[src/rtl/core/btc_pkg.sv]
`timescale 1ns / 1ps

package btc_pkg;

  // Width of the press and since-tap counters; they saturate at all ones.
  localparam int COUNT_WIDTH = 16;

  // Width of the configuration registers.
  localparam int REG_WIDTH = 16;

  // Common width for comparing a counter with a register.
  localparam int CMP_WIDTH = (COUNT_WIDTH > REG_WIDTH) ? COUNT_WIDTH : REG_WIDTH;

  // Width of the configuration register index.
  localparam int CFG_INDEX_WIDTH = 8;

  // Packed bus widths, padded to whole bytes.
  localparam int IN_DATA_WIDTH  = 8;
  localparam int OUT_DATA_WIDTH = 8;

  // Reset values of the configuration registers.
  localparam logic [REG_WIDTH-1:0] HOLD_TICKS_RST    = 16'd300;
  localparam logic [REG_WIDTH-1:0] TIMEOUT_TICKS_RST = 16'd60;

  // Taps needed to start the access point.
  localparam logic [1:0] TAPS_FOR_AP = 2'd3;

  typedef logic [COUNT_WIDTH-1:0] count_t;

  typedef enum logic [CFG_INDEX_WIDTH-1:0] {
    REG_HOLD_TICKS    = 8'd0,
    REG_TIMEOUT_TICKS = 8'd1
  } reg_index_t;

  typedef enum logic [2:0] {
    EV_NONE          = 3'd0,
    EV_TAP           = 3'd1,
    EV_WIFI_AP       = 3'd2,
    EV_FORCE_RESTART = 3'd3,
    EV_FACTORY_RESET = 3'd4,
    EV_REQ_STOP      = 3'd5,
    EV_REQ_RUN       = 3'd6,
    EV_TAP_TIMEOUT   = 3'd7
  } event_t;

  typedef enum logic [2:0] {
    MODE_IDLE  = 3'b001,
    MODE_BOOT  = 3'b010,
    MODE_POWER = 3'b100
  } mode_t;

  function automatic count_t sat_inc(input count_t v);
    count_t r;
    r = (v == {COUNT_WIDTH{1'b1}}) ? v : v + count_t'(1);
    return r;
  endfunction

endpackage

[src/rtl/core/button_tap_hold_classifier.sv]
`timescale 1ns / 1ps

// Result: the result of an accepted input beat is registered and shows on m_tdata in the next cycle.
// Throughput: one input beat per clock while m_tready is high; s_tready = output register
//   empty or being drained, so the single result register sets the rate.
// Reset (rst, synchronous, active high): no button held, counters and tap count zero,
//   hold_ticks = 300, timeout_ticks = 60, no result pending.
module button_tap_hold_classifier (
  input  logic                                 clk,
  input  logic                                 rst,
  // Input stream
  input  logic                                 s_tvalid,
  output logic                                 s_tready,
  // [0] boot_pressed, [1] power_pressed, [2] device_active, [7:3] zero
  input  logic [btc_pkg::IN_DATA_WIDTH-1:0]    s_tdata,
  // Result stream
  output logic                                 m_tvalid,
  input  logic                                 m_tready,
  // [2:0] event_res, [7:3] zero
  output logic [btc_pkg::OUT_DATA_WIDTH-1:0]   m_tdata,
  // Configuration write channel
  input  logic                                 cfg_valid,
  output logic                                 cfg_ready,
  input  logic [btc_pkg::CFG_INDEX_WIDTH-1:0]  cfg_index,
  input  logic [btc_pkg::REG_WIDTH-1:0]        cfg_data
);

  import btc_pkg::*;

  // Configuration registers
  logic [REG_WIDTH-1:0] hold_ticks;
  logic [REG_WIDTH-1:0] timeout_ticks;

  // Classifier state
  mode_t      held_mode, held_mode_next;
  count_t     press_count, press_count_next;
  count_t     since_tap_count, since_tap_count_next;
  logic [1:0] tap_total, tap_total_next;

  // Result register
  logic   out_valid;
  event_t out_event, event_next;

  logic boot_pressed, power_pressed, device_active;
  logic in_beat;
  logic long_hold;
  logic timed_out;
  logic [1:0] tap_inc;
  count_t since_inc, press_inc;
  event_t timeout_event;

  assign boot_pressed  = s_tdata[0];
  assign power_pressed = s_tdata[1];
  assign device_active = s_tdata[2];

  // Accept whenever the result register is free or drains this cycle.
  assign s_tready = !out_valid || m_tready;
  assign in_beat  = s_tvalid && s_tready;

  assign m_tvalid = out_valid;
  assign m_tdata  = {{(OUT_DATA_WIDTH-3){1'b0}}, out_event};

  assign cfg_ready = 1'b1;

  always_ff @(posedge clk) begin
    if (rst) begin
      hold_ticks    <= HOLD_TICKS_RST;
      timeout_ticks <= TIMEOUT_TICKS_RST;
    end else if (cfg_valid) begin
      case (cfg_index)
        REG_HOLD_TICKS:    hold_ticks    <= cfg_data;
        REG_TIMEOUT_TICKS: timeout_ticks <= cfg_data;
        default: ;  // drop writes to unknown indexes
      endcase
    end
  end

  assign since_inc = sat_inc(since_tap_count);
  assign press_inc = sat_inc(press_count);
  assign tap_inc   = tap_total + 2'd1;

  // A release counts as long once the held count reaches hold_ticks.
  assign long_hold = CMP_WIDTH'(press_count) >= CMP_WIDTH'(hold_ticks);

  // Pending taps resolve once the incremented gap passes timeout_ticks.
  assign timed_out = (tap_total != 2'd0) &&
                     (CMP_WIDTH'(since_inc) > CMP_WIDTH'(timeout_ticks));

  always_comb begin
    if (tap_total == 2'd1) begin
      timeout_event = device_active ? EV_REQ_STOP : EV_REQ_RUN;
    end else begin
      timeout_event = EV_TAP_TIMEOUT;
    end
  end

  always_comb begin
    held_mode_next       = held_mode;
    press_count_next     = press_count;
    since_tap_count_next = since_inc;
    tap_total_next       = tap_total;
    event_next           = EV_NONE;

    case (held_mode)
      MODE_BOOT: begin
        if (boot_pressed) begin
          press_count_next = press_inc;
        end else begin
          held_mode_next = MODE_IDLE;
          if (long_hold) begin
            tap_total_next = 2'd0;
            event_next     = EV_FACTORY_RESET;
          end else if (timed_out) begin
            // short boot press: only resolve taps that have expired
            tap_total_next = 2'd0;
            event_next     = timeout_event;
          end
        end
      end
      MODE_POWER: begin
        if (power_pressed) begin
          press_count_next = press_inc;
        end else begin
          held_mode_next = MODE_IDLE;
          if (long_hold) begin
            tap_total_next = 2'd0;
            event_next     = EV_FORCE_RESTART;
          end else begin
            // short power press is a tap; restart the gap counter
            since_tap_count_next = '0;
            if (tap_inc >= TAPS_FOR_AP) begin
              tap_total_next = 2'd0;
              event_next     = EV_WIFI_AP;
            end else begin
              tap_total_next = tap_inc;
              event_next     = EV_TAP;
            end
          end
        end
      end
      default: begin
        // idle: boot wins when both buttons are down
        held_mode_next = MODE_IDLE;
        if (boot_pressed) begin
          held_mode_next   = MODE_BOOT;
          press_count_next = count_t'(1);
        end else if (power_pressed) begin
          held_mode_next   = MODE_POWER;
          press_count_next = count_t'(1);
        end else if (timed_out) begin
          tap_total_next = 2'd0;
          event_next     = timeout_event;
        end
      end
    endcase
  end

  // Advance the classifier state on every accepted beat.
  always_ff @(posedge clk) begin
    if (rst) begin
      held_mode       <= MODE_IDLE;
      press_count     <= '0;
      since_tap_count <= '0;
      tap_total       <= 2'd0;
    end else if (in_beat) begin
      held_mode       <= held_mode_next;
      press_count     <= press_count_next;
      since_tap_count <= since_tap_count_next;
      tap_total       <= tap_total_next;
    end
  end

  // Result register: load on an input beat, clear valid once taken.
  always_ff @(posedge clk) begin
    if (rst) begin
      out_valid <= 1'b0;
    end else if (in_beat) begin
      out_valid <= 1'b1;
    end else if (m_tready) begin
      out_valid <= 1'b0;
    end
  end

  always_ff @(posedge clk) begin
    if (in_beat) begin
      out_event <= event_next;
    end
  end

endmodule
[config.mk]
export PLATFORM = sky130hd
export DESIGN_NAME = button_tap_hold_classifier
export DESIGN_NICKNAME = d
export VERILOG_FILES = /design/src/rtl/core/btc_pkg.sv /design/src/rtl/core/button_tap_hold_classifier.sv
export SDC_FILE = /design/constraint.sdc
export NUM_CORES = 1
export LEC_CHECK = 0
export BUFFER_PORTS_ARGS = -buffer_cell sky130_fd_sc_hd__clkbuf_2
export CAP_MARGIN = 40
export CORE_MARGIN = 3
export CORE_UTILIZATION = 50
export DETAILED_ROUTE_END_ITERATION = 8
export GPL_TIMING_DRIVEN = 0
export MAX_ROUTING_LAYER = met4
export PLACE_DENSITY = 0.71
export REMOVE_ABC_BUFFERS = 1
export SYNTH_ARGS = -nofsm -noshare
export SYNTH_HDL_FRONTEND = slang
export SYNTH_SLANG_ARGS = --single-unit
[constraint.sdc]
create_clock -name clk -period 3.9 [get_ports clk]
set_input_delay 0.585 -clock clk [delete_from_list [all_inputs] [get_ports clk]]
set_output_delay 0.585 -clock clk [all_outputs]
set_load 0.005 [all_outputs]
=== After elaboration in Yosys (flattened, before gate mapping) ===
Index checks and enable logic that the tools add are counted.
Widths: inputs -> output; s select.

* Divide/modulo/power cells: 0
* Multiplexer cells: 37
* Bitwise logic cells: 0
* $lt $le $gt $ge: 3
* $add $sub $neg: 3
* Equality and inequality tests: 12
* $mul: 0
* Shift operators: 0
* Reduce and logical (&&, ||, !) cells: 13

{| class="wikitable"
|+ Operators by type and width
! operator !! count
|-
| $mux 16 || 9
|-
| $add 16x1->16 const B || 2
|-
| $eq 16x16->1 const B || 2
|-
| $pmux 16 s2 || 1
|-
| $mux 3 || 9
|-
| $mux 2 || 13
|-
| $ge 16x16->1 || 1
|-
| $gt 16x16->1 || 1
|-
| $pmux 3 s2 || 2
|-
| $eq 8x1->1 const B || 1
|-
| $logic_not 8->1 || 1
|-
| $ne 2x2->1 const B || 4
|-
| $reduce_bool 2->1 || 3
|-
| $reduce_and 5->1 || 1
|-
| $ne 2x1->1 const B || 2
|-
| $pmux 2 s2 || 1
|-
| $reduce_and 2->1 || 2
|-
| $reduce_and 4->1 || 1
|-
| $eq 3x2->1 const B || 1
|-
| $eq 3x3->1 const B || 1
|-
| $reduce_and 3->1 || 1
|-
| $add 2x1->2 const B || 1
|-
| $eq 2x1->1 const B || 1
|-
| $ge 2x2->1 const B || 1
|-
| other kinds (4) || 6
|}

* Memory bits (read-only): 0
* Register bits: 73
* Memories: 0
* Output and inout port bits: 11
* Bits of input ports: 37
* Bits in writable memories: 0
* Bits in latches: 0

=== Logic depth before layout (Yosys ltp) ===
Gate-level depths: netlist of the first run.

* Depth in word-level cells: 8
* Gate-level depth with buffers: 15
* Mapped depth without buffers: 13

=== Worst setup path after synthesis of the first run ===
Ideal clock, no wire load.

* Path type: register to register
* From: register since_tap_count[0]
* To: register out_event[2], data pin
* Required time: 3,638 ps
* Data arrival time: 2,927 ps
* Setup slack: 711 ps
* Stages on the path, launching flop included: 14
* Buffers on the path: 1
* Cells stage by stage: dfxtp_1 > ha_1 > nand3_1 > or3_1 > buf_2 > nand4_1 > nand2_1 > ha_1 > a21oi_1 > o21ai_0 > a221o_1 > or3_1 > o2111ai_1 > a21oi_1

* Word-level cells in the longest chain between the ends: 8
* Elaborated cells between the ends (all ways): 11
* Those cells by class: add/sub (1); order compare (1); eq/ne (1); mux (7); reduce/logical (1)

{| class="wikitable"
|+ Ends and longest elaborated chain
! item !! RTL line !! source
|-
| start, declared || button_tap_hold_classifier.sv:37 || <nowiki>count_t since_tap_count, since_tap_count_next;</nowiki>
|-
| start signal, assigned || button_tap_hold_classifier.sv:168 || <nowiki>since_tap_count <= since_tap_count_next;</nowiki>
|-
| $add 16x1->16 / $eq 16x16->1 (equally long branches) || btc_pkg.sv:54 || <nowiki>r = (v == {COUNT_WIDTH{1'b1}}) ? v : v + count_t'(1);</nowiki>
|-
| $mux 16 * || btc_pkg.sv:54 ||
|-
| $gt 16x16->1 * || button_tap_hold_classifier.sv:87 || <nowiki>(CMP_WIDTH'(since_inc) > CMP_WIDTH'(timeout_ticks));</nowiki>
|-
| $logic_and 1x1->1 * || button_tap_hold_classifier.sv:86 || <nowiki>assign timed_out = (tap_total != 2'd0) &&</nowiki>
|-
| $mux 3 * || button_tap_hold_classifier.sv:113, button_tap_hold_classifier.sv:150 ||
|-
| $mux 3 (on tied branches) || button_tap_hold_classifier.sv:147, button_tap_hold_classifier.sv:110 ||
|-
| $mux 3 (on tied branches) || button_tap_hold_classifier.sv:144, button_tap_hold_classifier.sv:106 ||
|-
| $pmux 3 s2 * || button_tap_hold_classifier.sv:104 || <nowiki>case (held_mode)</nowiki>
|-
| named net event_next[2] || button_tap_hold_classifier.sv:42 || <nowiki>event_t out_event, event_next;</nowiki>
|-
| end signal, assigned || button_tap_hold_classifier.sv:186 || <nowiki>out_event <= event_next;</nowiki>
|-
| end, declared || button_tap_hold_classifier.sv:42 ||
|}

Mark *: on every way through the listed nets, which the timed path passes. The rest lies on a longest branch.
A chain may end at the register's enable or synchronous reset.

=== Worst setup path in the final report of the first run ===
* From: register since_tap_count[6]
* To: register out_event[1], data pin

The elaborated chain is that of the path after synthesis.

==> flow_summary.ini, run 1 <==
[pwr]
swShare_pct = 26.1
p_comb_share_pct = 10.1
switching_power_w = 0.000401
power_frac_clock_pct = 38.0
intPower_w = 0.00113
ir_drop_uv = 159
p_leak_nw = 2.06
power.density_nw_per_um2 = 321
seqPwrFrac_pct = 51.8

[floorplanning]
row_count = 33
die_y_um = 99.0
start_util_pct = 52.1
dieArea_um2 = 9790
core_area_um2 = 8300
die_w_um = 99.0
boundaryPins = 48

[timing]
setup-violations-final = 0
max_freq_mhz = 269
tns_ps = 0
setup_ws_ps = 182
rsz0062_at_grt = no
finalHoldViolCount = 0
finalClockSkew_ps = 8.10
fin_crit_ps = 3720
worstMarginPinSlew_ps = 811
finalMaxSlewViolations = 0
relSlewSlack_pct = 45.6
post-route-period-util_pct = 95.3

[setup_path]
endpoint_kind = register
cp-start-kind = register
cp-startpoint = since_tap_count[6]
path_class = reg -> reg
cp_slowest_cell = or3_4
required_ps = 3990
reg2reg_depth = 13
cp_max_fo = 13
critical_path.endpoint = out_event[1]
r2r-start = since_tap_count[6]
slowest_delay_ps = 490
regToRegSetupSlack_ps = 180
crit_chain = and4_1 > nand4_2 > or3_4 > nand4_1 > nand2b_1 > nand2_1 > ha_1 > a21oi_1 > o21ai_0 > a221o_1 > or3_4 > nand2_1 > o41ai_2
r2r-end = out_event[1]
crit_arrival_ps = 3800

[layout]
layout_commonest_cell = dfxtp_1
design_area_um2 = 4780
diodes = 0
mostFrequentLayoutCells = dfxtp_1 (69), nor2_1 (50), nand2_1 (38), inv_1 (38), clkbuf_2 (36)
nNetsFinal = 607
drive_gt1_share_pct = 12.9
areaGrowthSynthToFinish_pct = 10.7

[synthesis]
synthesis.area_um2 = 4320
syn_area_per_cell_um2 = 8.47
synthTopCellsByArea = dfxtp_1 (32%), ha_1 (9.8%), mux2i_1 (6.7%), nor2_1 (4.4%), inv_1 (3.3%)
yosysWarningCount = 0
synth_area_leader_cell = dfxtp_1
ys_types = 60
ys_async_sr_fraction_pct = 0
yosysSeqAreaShare_pct = 34.5
synth_edf_count = 3
netlist_instances = 510
ys_seq_elements = 73
ys.flop_type = dfxtp_1
synth_top_area_share_pct = 32.4

[hold_path]
hold_class = in -> reg

[placement]
gp_congestion = 0.866
pre_cts_slack_ps = 61.0
io_buffers = 36
place_area_um2 = 4570
dpl.hpwl_um = 7380

[detailed_routing]
dr.pass1.iters = 4
drc = 0
wl_per_cell_um = 15.3
antenna_left = 0
vias = 3784
vias_per_cell = 5.86
drt_iter0_markers = 195
wirelength_um = 9880

[clock_tree]
clockBufferDepth = 2
htree_levels = 3
clkTransAtPathRegs_ps = 80
hold_buffers = 0
worstSkewPairLatency_ps = 350
ctsRootBufferMaster = clkbuf_8
cts_buffers = 9
clock_sinks = 73
cts_tree = done

[run_status]
status = complete, no violations

[grt]
grt_pass1_vias = 3737
antenna_found_initial = 0
globalRouteOverflowTotal = 0
track_usage_pct = 21.7
grt_pass1_wl_um = 17100
grt_max_degree = 37

[flow_run]
drv_cap = 0
## how the worst min path moves through the flow
| stage | startpoint | endpoint | slack, ps | cells past startpoint |
|---|---|---|---|---|
| 5_1_grt | s_tvalid | m_tvalid | 480 | 3 |
| 4_1_cts | s_tvalid | m_tvalid | 450 | 3 |
| 3_3_place_gp | timeout_ticks[5] | timeout_ticks[5] | 460 | 2 |
| 2_1_floorplan | timeout_ticks[2] | timeout_ticks[2] | 440 | 2 |
| 6_report | s_tvalid | m_tvalid | 460 | 3 |
| 3_5_place_dp | timeout_ticks[3] | timeout_ticks[3] | 460 | 2 |
## registers in the layout, summed over array words and instances, names as in the netlist
signal / cells
timeout_ticks: 16
press_count: 16
m_tvalid: 1
tap_total: 2
hold_ticks: 16
out_event: 3
held_mode: 3
since_tap_count: 16
## synth_stat cells, types with 3 or more instances
cell      count
a21oi_1      23
xnor2_1       6
nor3_1        7
a21o_1        4
and3_1       12
nand4_1      19
mux2i_1      29
nand2b_1      6
or3_1         7
edfxtp_1      3
dfxtp_1      70
xor2_1       13
ha_1         34
o22ai_1       4
nor2_1       51
buf_1         3
o21a_1        4
nor2b_1       4
buf_4         7
o211ai_1      8
nand2_1      38
nand3_1      25
inv_1        38
a31oi_1      13
buf_2         8
a32o_1        8
and4_1        5
nand3b_1      3
clkbuf_1     10
o21ai_0      12
## area by class of cell
class	count	area, µm²
timing repair buffer	40	236
clock buffer	14	184
fill	741	3520
multi-input combinational	373	2580
clock inverter	2	10.0
sequential	73	1490
inverter	39	146
tap	105	131
## routing by layer
metal | global-route usage (%) | vias up | wire length (µm)
met3 | 4.10 | 19 | 516
li1 | - | 1877 | -
met2 | 34.1 | 101 | 4500
met1 | 28.5 | 1787 | 4660
met5 | - | - | 0
met4 | 6.72 | 0 | 208
## worst max-delay path: cells and delay by family (launching register included)
kind	cells	cell delay [ps]
and+or+nand+nor	8	1920
AOI/OAI and AO/OA	4	770
adders and majority gates	1	290
DFF	1	480
## cells by family (layout without fill, tap and decap cells)
kind of cell             after synthesis  in the layout  share of synthesized area, %
buffers and inverters                 68             95                          6.78
AND/OR/NAND/NOR                      191            191                          22.7
other                                  2              6                         0.174
adder cells (fa/ha/maj)               34             34                          9.85
multiplexers                          29             29                          6.72
AO/OA/AOI/OAI                         94             94                          15.4
flip-flops                            73             73                          34.5
XOR/XNOR                              19             19                          3.85
## power groups by stage
stage | clock (W) | combinational (W) | sequential [W]
5_1_grt | 0.000628 | 0.000177 | 0.000798
3_3_place_gp | 0 | 0.000143 | 0.000808
4_1_cts | 0.000594 | 0.000155 | 0.000792
3_5_place_dp | 0 | 0.000154 | 0.000809
6_report | 0.000584 | 0.000156 | 0.000795
2_1_floorplan | 0 | 0.0000926 | 0.000803
## repair_timing
item,4_1_cts,5_1_grt
hold endpoints to repair,0,0
endpoints found under the setup margin,0,5
buffers inserted,0,0
gates resized for setup,0,6
## per-stage QoR
step | power, W | hold slack, ps | utilization [%] | std cells
after floorplan | 0.000896 | 445 | - | 485
after global placement | 0.000951 | 462 | 54.2 | 626
after detailed placement | 0.000963 | 464 | 55.1 | 630
after CTS | 0.00154 | 454 | 57.4 | 646
after global routing | 0.00160 | 484 | 57.6 | 646
final | 0.00153 | 455 | 57.6 | 646
Note: power is estimated with default switching activity, not from simulation.
==> run 2, diff against run 1 <==
CTS_CLUSTER_DIAMETER = 150   (was default)
PLACE_DENSITY = 0.66   (was 0.71)
==> run 2 against run 1 <==
Design area grew 0.68%. Utilization grew 0.39 points. Die area is the same. Clock-buffer cell count shrank 2. Global-route usage shrank 0.56 points. First-iteration DRC count shrank 16%. Worst setup slack gained 66 ps. Via count shrank 1.8%. Fmax grew 1.8%. Combinational power is essentially flat. Sequential power is essentially flat.
==> flow_summary.ini, run 2 (same netlist as run 1, synthesis figures left out) <==
[run_status]
status = complete, no violations

[placement]
dp.cells = 630
pre_cts_slack_ps = 86.6
gp_congestion = 0.856
io_buffers = 36
dpl.hpwl_um = 7150
place_area_um2 = 4570

[grt]
globalRouteOverflowTotal = 0
grt_pass1_wl_um = 16700
track_usage_pct = 21.2
grt_pass1_vias = 3648
grt_max_degree = 37
antenna_found_initial = 0

[clock_tree]
clock_sinks = 73
ctsRootBufferMaster = clkbuf_8
hold_buffers = 0
clkTransAtPathRegs_ps = 80
clockBufferDepth = 2
cts_buffers = 9
worstSkewPairLatency_ps = 350
cts_tree = done
htree_levels = 3

[layout]
layout_commonest_cell = dfxtp_1
n_fill_cell = 734
stdcell_count = 648
design_area_um2 = 4820
areaGrowthSynthToFinish_pct = 11.5
drive_gt1_share_pct = 13.4
diodes = 0
nNetsFinal = 609
mostFrequentLayoutCells = dfxtp_1 (68), nor2_1 (50), nand2_1 (38), inv_1 (38), clkbuf_2 (36)

[detailed_routing]
vias_per_cell = 5.73
wl_per_cell_um = 14.9
wirelength_um = 9640
vias = 3715
drt_iter0_markers = 163
antenna_left = 0
dr.pass1.iters = 4
drc = 0

[pwr]
power_frac_clock_pct = 40.3
ir_drop_uv = 206
p_comb_share_pct = 9.7
finalPower_w = 0.00159
switching_power_w = 0.000408
power.density_nw_per_um2 = 330
intPower_w = 0.00118
swShare_pct = 25.7
p_leak_nw = 2.08
seqPwrFrac_pct = 49.9

[floorplanning]
boundaryPins = 48
row_count = 33
core_area_um2 = 8300
die_y_um = 99.0
start_util_pct = 52.1
die_w_um = 99.0
dieArea_um2 = 9790

[setup_path]
required_ps = 3980
endpoint_kind = register
cp_max_fo = 9
cp-start-kind = register
crit_arrival_ps = 3730
path_class = reg -> reg

[timing]
relSlewSlack_pct = 47.5
setup-violations-final = 0
finalMaxSlewViolations = 0
finalHoldViolCount = 0
tns_ps = 0
max_freq_mhz = 274
setup_ws_ps = 248
fin_crit_ps = 3650
rsz0062_at_grt = no
worstMarginPinSlew_ps = 783
finalClockSkew_ps = 12.5
post-route-period-util_pct = 93.6

[flow_run]
drv_cap = 0

[hold_path]
hold_class = in -> reg
==> run 2: final timing paths <==
check / startpoint / endpoint / slack, ps / cells past startpoint
worst max-delay path: since_tap_count[6] / out_event[0] / 250 / 13
worst min-delay path: s_tvalid / m_tvalid / 460 / 3
worst max register to register: since_tap_count[6] / out_event[0] / 250 / 13
worst min register to register: timeout_ticks[5] / timeout_ticks[5] / 480 / 2
==> run 2: layer usage <==
layer / vias up / wire length, µm / GRT usage [%]
met1: 1743 / 4670 / 28.0
met5: - / 0 / -
met2: 86 / 4410 / 33.4
met3: 9 / 454 / 2.97
met4: 0 / 105 / 7.04
li1: 1877 / - / -
==> run 2: final cells by class <==
cell class	instances	area, µm²	area share, %
Clock buffer	12	166	3.46
Clock inverter	4	48.8	1.01
Inverter	39	146	3.04
Multi-Input combinational cell	373	2580	53.5
Sequential cell	73	1490	31.0
Tap cell	105	131	2.73
Timing Repair Buffer	42	251	5.22
==> run 2: critical path, stage by stage, from the launching register on <==
cell and delay, ps:
dfxtp_2 420, and4_1 280, nand4_2 240, or3_4 510, buf_4 170, nand4_1 100, nand2_1 80, ha_1 320
a21oi_1 120, o21ai_0 110, a221o_1 380, or3_1 410, nand2_1 140, o41ai_1 100
==> run 2: through the flow <==
step,util (%),hold slack [ps]
3_3_place_gp,54.2,462
5_1_grt,58.0,497
3_5_place_dp,55.1,468
2_1_floorplan,-,445
4_1_cts,57.7,454
6_report,58.0,463
==> run 2: repair_timing <==
action / CTS / global route
buffers inserted: 0 / 2
gates resized for setup: 0 / 6
endpoints found under the setup margin: 0 / 5
==> run 2: power groups by stage <==
stage | combinational [W] | sequential (W) | clock (W)
2_1_floorplan | 0.0000926 | 0.000803 | 0
3_3_place_gp | 0.000143 | 0.000809 | 0
3_5_place_dp | 0.000153 | 0.000809 | 0
4_1_cts | 0.000154 | 0.000792 | 0.000653
5_1_grt | 0.000172 | 0.000798 | 0.000686
6_report | 0.000155 | 0.000794 | 0.000642
